<file path="src/design/spq_pkg.sv">
// Shared types and constants for the sorted priority queue.
// No dependencies.
package spq_pkg;

	localparam int VALUE_W     = 32;
	localparam int PRIO_IN_W   = 8;
	localparam int COUNT_OUT_W = 5;
	localparam int STATUS_W    = 2;
	localparam int S_TDATA_W   = 40;
	localparam int M_TDATA_W   = 48;

	localparam logic MODE_PUSH = 1'b0;
	localparam logic MODE_POP  = 1'b1;

	localparam logic [STATUS_W-1:0] ST_DONE      = 2'd0;
	localparam logic [STATUS_W-1:0] ST_POP_EMPTY = 2'd1;
	localparam logic [STATUS_W-1:0] ST_PUSH_FULL = 2'd2;

	typedef enum logic [1:0] {
		OP_HOLD,
		OP_PUSH,
		OP_POP
	} spq_op_t;

	typedef struct packed {
		spq_op_t op;
		logic    occupied;
	} spq_ctl_t;

endpackage

</file>
<file path="src/design/spq_cell.sv">
// One slot of the sorted queue chain: holds a value and its priority.
// Depends on spq_pkg for the control struct.
module spq_cell #(
	parameter int PW = 8
) (
	input  logic                     clk,
	input  spq_pkg::spq_ctl_t        ctl,
	input  logic [spq_pkg::VALUE_W-1:0] new_value,
	input  logic [PW-1:0]            new_prio,
	input  logic [spq_pkg::VALUE_W-1:0] left_value,
	input  logic [PW-1:0]            left_prio,
	input  logic                     left_keep,
	input  logic [spq_pkg::VALUE_W-1:0] right_value,
	input  logic [PW-1:0]            right_prio,
	output logic                     keep,
	output logic [spq_pkg::VALUE_W-1:0] value_q,
	output logic [PW-1:0]            prio_q,
	output logic [spq_pkg::VALUE_W-1:0] nxt_value,
	output logic [PW-1:0]            nxt_prio
);
	import spq_pkg::*;

	// stay put on push when this entry is served before or ties with the new one
	assign keep = ctl.occupied && (prio_q <= new_prio);

	always_comb begin
		nxt_value = value_q;
		nxt_prio  = prio_q;
		case (ctl.op)
			OP_PUSH: begin
				if (keep) begin
					nxt_value = value_q;
					nxt_prio  = prio_q;
				end else if (left_keep) begin
					nxt_value = new_value;
					nxt_prio  = new_prio;
				end else begin
					nxt_value = left_value;
					nxt_prio  = left_prio;
				end
			end
			OP_POP: begin
				nxt_value = right_value;
				nxt_prio  = right_prio;
			end
			default: begin
				nxt_value = value_q;
				nxt_prio  = prio_q;
			end
		endcase
	end

	always_ff @(posedge clk) begin
		value_q <= nxt_value;
		prio_q  <= nxt_prio;
	end

endmodule

</file>
<file path="src/design/sorted_priority_queue_unit.sv">
// Output: each accepted input word gives a registered result word in the next cycle.
// Throughput: one push or pop per cycle unless stalled; every cell compares its priority
// with the new one in parallel and picks its own, its neighbor's or the new entry.
// Reset: arst_n clears the entry count and the output valid; slot contents
// stay undefined and are never shown while unoccupied. No clearing pass.
module sorted_priority_queue_unit #(
	parameter int DEPTH     = 16,
	parameter int PRIO_BITS = 8
) (
	input  logic clk,
	input  logic arst_n,
	input  logic s_tvalid,
	output logic s_tready,
	input  logic [spq_pkg::S_TDATA_W-1:0] s_tdata, // item_value[31:0], item_priority[39:32]
	input  logic [0:0] s_tuser,                     // mode[0]
	output logic m_tvalid,
	input  logic m_tready,
	// head_value[31:0], head_priority[39:32], queue_empty[40], queue_full[41],
	// entry_count[46:42], zero[47]
	output logic [spq_pkg::M_TDATA_W-1:0] m_tdata,
	output logic [spq_pkg::STATUS_W-1:0] m_tuser   // status[1:0]
);
	import spq_pkg::*;

	localparam int CW = $clog2(DEPTH + 1);

	logic                accept;
	logic                in_mode;
	logic [VALUE_W-1:0]  in_value;
	logic [PRIO_IN_W-1:0] in_prio_raw;
	logic [PRIO_BITS-1:0] in_prio;
	logic                push_ok;
	logic                pop_ok;
	spq_op_t             op;
	logic [STATUS_W-1:0] status_nxt;
	logic [CW-1:0]       count_q;
	logic [CW-1:0]       count_nxt;

	logic [VALUE_W-1:0]   cell_value [DEPTH];
	logic [PRIO_BITS-1:0] cell_prio  [DEPTH];
	logic [VALUE_W-1:0]   cell_nvalue [DEPTH];
	logic [PRIO_BITS-1:0] cell_nprio  [DEPTH];
	logic                 cell_keep  [DEPTH];

	logic                 m_valid_q;
	logic [VALUE_W-1:0]   head_value_q;
	logic [PRIO_IN_W-1:0] head_prio_q;
	logic                 empty_q;
	logic                 full_q;
	logic [COUNT_OUT_W-1:0] count_out_q;
	logic [STATUS_W-1:0]  status_q;
	logic [PRIO_IN_W-1:0] head_prio_nxt;
	logic [COUNT_OUT_W-1:0] count_out_nxt;

	assign in_mode     = s_tuser[0];
	assign in_value    = s_tdata[VALUE_W-1:0];
	assign in_prio_raw = s_tdata[VALUE_W+PRIO_IN_W-1:VALUE_W];

	// fit the 8-bit priority field to the stored width and back
	generate
		if (PRIO_BITS >= PRIO_IN_W) begin : g_prio_wide
			assign in_prio       = PRIO_BITS'(in_prio_raw);
			assign head_prio_nxt = (count_nxt != '0) ? cell_nprio[0][PRIO_IN_W-1:0] : '0;
		end else begin : g_prio_narrow
			assign in_prio       = in_prio_raw[PRIO_BITS-1:0];
			assign head_prio_nxt = (count_nxt != '0) ? PRIO_IN_W'(cell_nprio[0]) : '0;
		end
		if (CW >= COUNT_OUT_W) begin : g_cnt_wide
			assign count_out_nxt = count_nxt[COUNT_OUT_W-1:0];
		end else begin : g_cnt_narrow
			assign count_out_nxt = COUNT_OUT_W'(count_nxt);
		end
	endgenerate

	// take a new word whenever the output register is free or being drained
	assign s_tready = !m_valid_q || m_tready;
	assign accept   = s_tvalid && s_tready;

	assign push_ok = (in_mode == MODE_PUSH) && (count_q != CW'(DEPTH));
	assign pop_ok  = (in_mode == MODE_POP) && (count_q != '0);

	always_comb begin
		op         = OP_HOLD;
		status_nxt = ST_DONE;
		count_nxt  = count_q;
		if (accept) begin
			if (push_ok) begin
				op        = OP_PUSH;
				count_nxt = count_q + CW'(1);
			end else if (pop_ok) begin
				op        = OP_POP;
				count_nxt = count_q - CW'(1);
			end else if (in_mode == MODE_POP) begin
				status_nxt = ST_POP_EMPTY;
			end else begin
				status_nxt = ST_PUSH_FULL;
			end
		end
	end

	genvar gi;
	generate
		for (gi = 0; gi < DEPTH; gi++) begin : g_cell
			spq_ctl_t             ctl;
			logic [VALUE_W-1:0]   lv;
			logic [PRIO_BITS-1:0] lp;
			logic                 lk;
			logic [VALUE_W-1:0]   rv;
			logic [PRIO_BITS-1:0] rp;

			assign ctl.op       = op;
			assign ctl.occupied = (CW'(gi) < count_q);

			if (gi == 0) begin : g_first
				assign lv = in_value;
				assign lp = in_prio;
				assign lk = 1'b1;
			end else begin : g_mid
				assign lv = cell_value[gi-1];
				assign lp = cell_prio[gi-1];
				assign lk = cell_keep[gi-1];
			end
			if (gi == DEPTH - 1) begin : g_last
				assign rv = cell_value[gi];
				assign rp = cell_prio[gi];
			end else begin : g_inner
				assign rv = cell_value[gi+1];
				assign rp = cell_prio[gi+1];
			end

			spq_cell #(
				.PW(PRIO_BITS)
			) u_cell (
				.clk        (clk),
				.ctl        (ctl),
				.new_value  (in_value),
				.new_prio   (in_prio),
				.left_value (lv),
				.left_prio  (lp),
				.left_keep  (lk),
				.right_value(rv),
				.right_prio (rp),
				.keep       (cell_keep[gi]),
				.value_q    (cell_value[gi]),
				.prio_q     (cell_prio[gi]),
				.nxt_value  (cell_nvalue[gi]),
				.nxt_prio   (cell_nprio[gi])
			);
		end
	endgenerate

	always_ff @(posedge clk or negedge arst_n) begin
		if (!arst_n) begin
			count_q   <= '0;
			m_valid_q <= 1'b0;
		end else begin
			count_q <= count_nxt;
			if (accept) begin
				m_valid_q <= 1'b1;
			end else if (m_tready) begin
				m_valid_q <= 1'b0;
			end
		end
	end

	always_ff @(posedge clk) begin
		if (accept) begin
			head_value_q <= (count_nxt != '0) ? cell_nvalue[0] : '0;
			head_prio_q  <= head_prio_nxt;
			empty_q      <= (count_nxt == '0);
			full_q       <= (count_nxt == CW'(DEPTH));
			count_out_q  <= count_out_nxt;
			status_q     <= status_nxt;
		end
	end

	assign m_tvalid = m_valid_q;
	assign m_tdata  = {1'b0, count_out_q, full_q, empty_q, head_prio_q, head_value_q};
	assign m_tuser  = status_q;

endmodule

</file>
<file path="config.mk">
export PLATFORM = sky130hd
export DESIGN_NAME = sorted_priority_queue_unit
export DESIGN_NICKNAME = d
export VERILOG_FILES = /design/src/design/spq_pkg.sv /design/src/design/spq_cell.sv /design/src/design/sorted_priority_queue_unit.sv
export SDC_FILE = /design/constraint.sdc
export NUM_CORES = 2
export LEC_CHECK = 0
export ABC_AREA = 1
export ABC_CLOCK_PERIOD_IN_PS = 3450
export BUFFER_PORTS_ARGS = -buffer_cell sky130_fd_sc_hd__buf_4
export CAP_MARGIN = 0
export CORE_UTILIZATION = 58
export DETAILED_ROUTE_END_ITERATION = 10
export PLACE_DENSITY = 0.78
export RECOVER_POWER = 100
export SYNTH_ARGS = -nofsm -noshare
export SYNTH_HDL_FRONTEND = slang
export SYNTH_SLANG_ARGS = --single-unit
</file>
<file path="constraint.sdc">
create_clock -name clk -period 3.45 [get_ports clk]
set_input_delay 0.8625 -clock clk [delete_from_list [all_inputs] [get_ports clk]]
set_output_delay 0.8625 -clock clk [all_outputs]
set_load 0.1 [all_outputs]
</file>
==> results.sh <==
export IMPL_status="complete, no violations"
export IMPL_place_congestion=0.974
export IMPL_seqCellArea_um2=20400
export IMPL_yosysSeqAreaShare=0.493
export IMPL_rows=97
export IMPL_syn_area_per_cell_um2=7.66
export IMPL_cts_root_buf="clkbuf_16"
export IMPL_slew_headroom=0.127
export IMPL_wl_met3_um=15000
export IMPL_path_class="primary input to flip-flop"
export IMPL_netlist_instances=5410
export IMPL_crit_path_max_incr_delay_ns=0.77
export IMPL_critPathTopFamily="buffers and inverters"
export IMPL_drt_initial_drc_count=5149
export IMPL_dp_hpwl_um=95100
export IMPL_finClkSkew_ns=0.0260
export IMPL_rsz0062_at_grt="no"
export IMPL_synthToLayoutAreaGrowth_pct=9.77
export IMPL_hp_class="primary input to async pin"
export IMPL_hold_ws_ns=0.131
export IMPL_multi_input_area_um2=16700
export IMPL_grt_antenna_before_repair=6
export IMPL_fin_area_um2=45500
export IMPL_synthArstFlopShare=0.00863
export IMPL_critPathMaxFanout=36
export IMPL_p_leak_nw=21.8
export IMPL_die_w_um=269
export IMPL_synth_enable_flop_cells=649
export IMPL_wl_met2_um=66000
export IMPL_hold_viol_final=0
export IMPL_grt_max_degree=144
export IMPL_via_per_inst=6.01
export IMPL_grt_pass1_vias=36763
export IMPL_final_min_clock_period_ns=3.22
export IMPL_ant_nets=0
export IMPL_crit_buf_inv=4
export IMPL_overflow=0
export IMPL_cts_buffers=76
export IMPL_yosysWarningCount=0
export IMPL_synth_cell_area_um2=41400
export IMPL_cts_sinks=695
export IMPL_drive_above_1_share=0.0582
export IMPL_drcViolationCount=0
export IMPL_drv_cap=0
export IMPL_clk_pin_slew_worst_paths_ns=0.06
export IMPL_ir_drop_uv=781
export IMPL_cts_tree="done"
export IMPL_cts_resized=0
export IMPL_drv_slew=0
export IMPL_fp_coreArea_um2=70400
export IMPL_layout_nets=5529
export IMPL_syn_nets=5587
export IMPL_grt_usage=0.379
export IMPL_portBuffers=95
export IMPL_grt_pass1_wl_um=211000
export IMPL_hold_buffers=0
export IMPL_ios=97
export IMPL_dr_pass1_iters=7
export IMPL_fmax_ghz=0.311
export IMPL_synth_ff_type="edfxtp_1"
export IMPL_post_cts_buffers=0
export IMPL_ys_ff_latch=695
export IMPL_cp_common_cell="nand2_1"
export IMPL_die_y_um=269
export IMPL_placed_area_um2=43500
export IMPL_setup_viol=0
export IMPL_worstSkewPairLatency_ns=0.65
export IMPL_total_power_w=0.0420
export IMPL_wire_per_inst_um=22.0
export IMPL_powerDensity_nw_per_um2=924
export IMPL_max_clock_path_buffers=3
export IMPL_critPathSlowestCell="clkbuf_2"
export IMPL_max_slew_worst_pin_slew_ns=1.31
export IMPL_wirelength_um=140000
export IMPL_finalSetupTns_ns=0
export IMPL_start_util=0.589
export IMPL_h_tree_depth=3
export IMPL_vias=38188
export IMPL_worstPathArrival_ns=3.62
export IMPL_routed_top_layer="met5"
export IMPL_wl_met1_um=50100
export IMPL_start_kind="primary input"
export IMPL_fin_crit_sh=0.933
export IMPL_fill_cells=6169
export IMPL_path_cells="clkbuf_1 > inv_1 > buf_4 > ha_1 > nand2_1 > nor2_1 > nand2_1 > nand3_1 > nand2_1 > nand2_1 > clkbuf_2 > nand2_1 > nand3_1 > nand2_1"
export IMPL_ys_types=34
export IMPL_reg2reg_slack_ns=0.26
export IMPL_worstPathRequired_ns=3.85
export IMPL_dieArea_um2=72500
export IMPL_cp_end_kind="flip-flop"
==> registers in the layout, indices dropped and copies added, names as in the netlist <==
register,count
g_cell.u_cell.value_q,512
m_tvalid,1
g_cell.u_cell.prio_q,128
count_out_q,5
head_value_q,32
empty_q,1
full_q,1
m_tuser,2
head_prio_q,8
count_q,5
==> placed cells by master (no fill, tap or decap), types with 3 or more instances in the layout <==
cell type and instances:
nand3b_1 8, clkinv_1 48, clkbuf_4 7, inv_1 687
nor2_1 35, nand2_4 5, o21ai_1 3, buf_4 120
inv_2 8, clkbuf_16 81, nand4_1 14, edfxtp_1 649
clkbuf_1 80, o21ai_2 3, dfrtp_1 5, clkinv_2 11
dfxtp_1 40, buf_2 3, a21oi_1 57, nand2_1 2006
nand3_1 1183, diode_2 8, nor2_2 3, o21ai_0 98
o22ai_1 40, buf_12 27, ha_1 132, bufinv_16 8
clkbuf_2 19
==> worst reg2reg max path: cells and delay by family, from the launching register on <==
family,cells,cell delay [ns]
DFF,1,0.55
adders and majority gates,1,0.25
and+or+nand+nor,3,0.65
buffers and inverters,3,1.35
==> Yosys cell counts, drive strengths merged (2+ instances only) <==
cell type / instances / area share
nor2: 39 / 0.0038
a21o: 2 / 0.00036
o211ai: 2 / 0.00036
clkbuf: 220 / 0.020
dfxtp: 40 / 0.019
nand2: 2013 / 0.18
nand3b: 8 / 0.0014
nand4: 14 / 0.0021
ha: 132 / 0.040
nand3: 1185 / 0.14
buf: 156 / 0.019
dfrtp: 6 / 0.0036
o21ai: 104 / 0.013
o22ai: 40 / 0.0060
inv: 733 / 0.066
a21oi: 58 / 0.0070
xor2: 2 / 0.00042
edfxtp: 649 / 0.47
==> worst paths after layout <==
path	start	endpoint	cells past startpoint
max	s_tdata[37]	g_cell[10].u_cell.value_q[18]	14
min	arst_n	count_q[1]	1
max reg2reg	count_q[0]	g_cell[2].u_cell.value_q[12]	7
min reg2reg	g_cell[15].u_cell.value_q[29]	g_cell[14].u_cell.value_q[29]	2
max in group asynchronous	arst_n	m_tvalid	1
min in group clk	m_tready	m_tvalid	4
==> metrics by stage <==
stage	utilization	setup WS, ns	std cells
global placement	0.618	0.321	6214
CTS	0.654	0.486	6351
finish	0.646	0.231	6359
detailed placement	0.618	0.222	6214
floorplan	-	-0.157	5410
global route	0.646	0.106	6351
==> metal layers <==
layer | vias to the layer above | GRT usage
li1 | 17420 | -
met1 | 17915 | 0.468
met2 | 2344 | 0.616
met3 | 507 | 0.0832
met4 | 2 | 0.214
met5 | - | 0
==> kinds of logic (layout without fill, tap and decap cells) <==
| kind of cell | Yosys count | after routing | synth area share |
|---|---|---|---|
| DFF | 695 | 695 | 0.493 |
| buffers and inverters | 1110 | 1111 | 0.105 |
| adders and majority gates | 132 | 132 | 0.0399 |
| and+or+nand+nor | 3260 | 3260 | 0.334 |
| other | 1 | 9 | 0.0000905 |
| AOI/OAI and AO/OA | 209 | 209 | 0.0270 |
| xor gates and xnor gates | 3 | 3 | 0.000634 |
==> final cells by class <==
class	count	share of cell area
Antenna cell	8	0.000440
Clock buffer	101	0.0466
Clock inverter	36	0.00897
Inverter	734	0.0608
Multi-Input combinational cell	3605	0.367
Sequential cell	695	0.449
Tap cell	940	0.0259
Timing Repair Buffer	240	0.0409
==> report_power, final <==
group | switching, W | internal, W
registers | 0.00161 | 0.0133
clock network | 0.00356 | 0.00494
logic | 0.0134 | 0.00523
(Power assumes the default switching activity.)
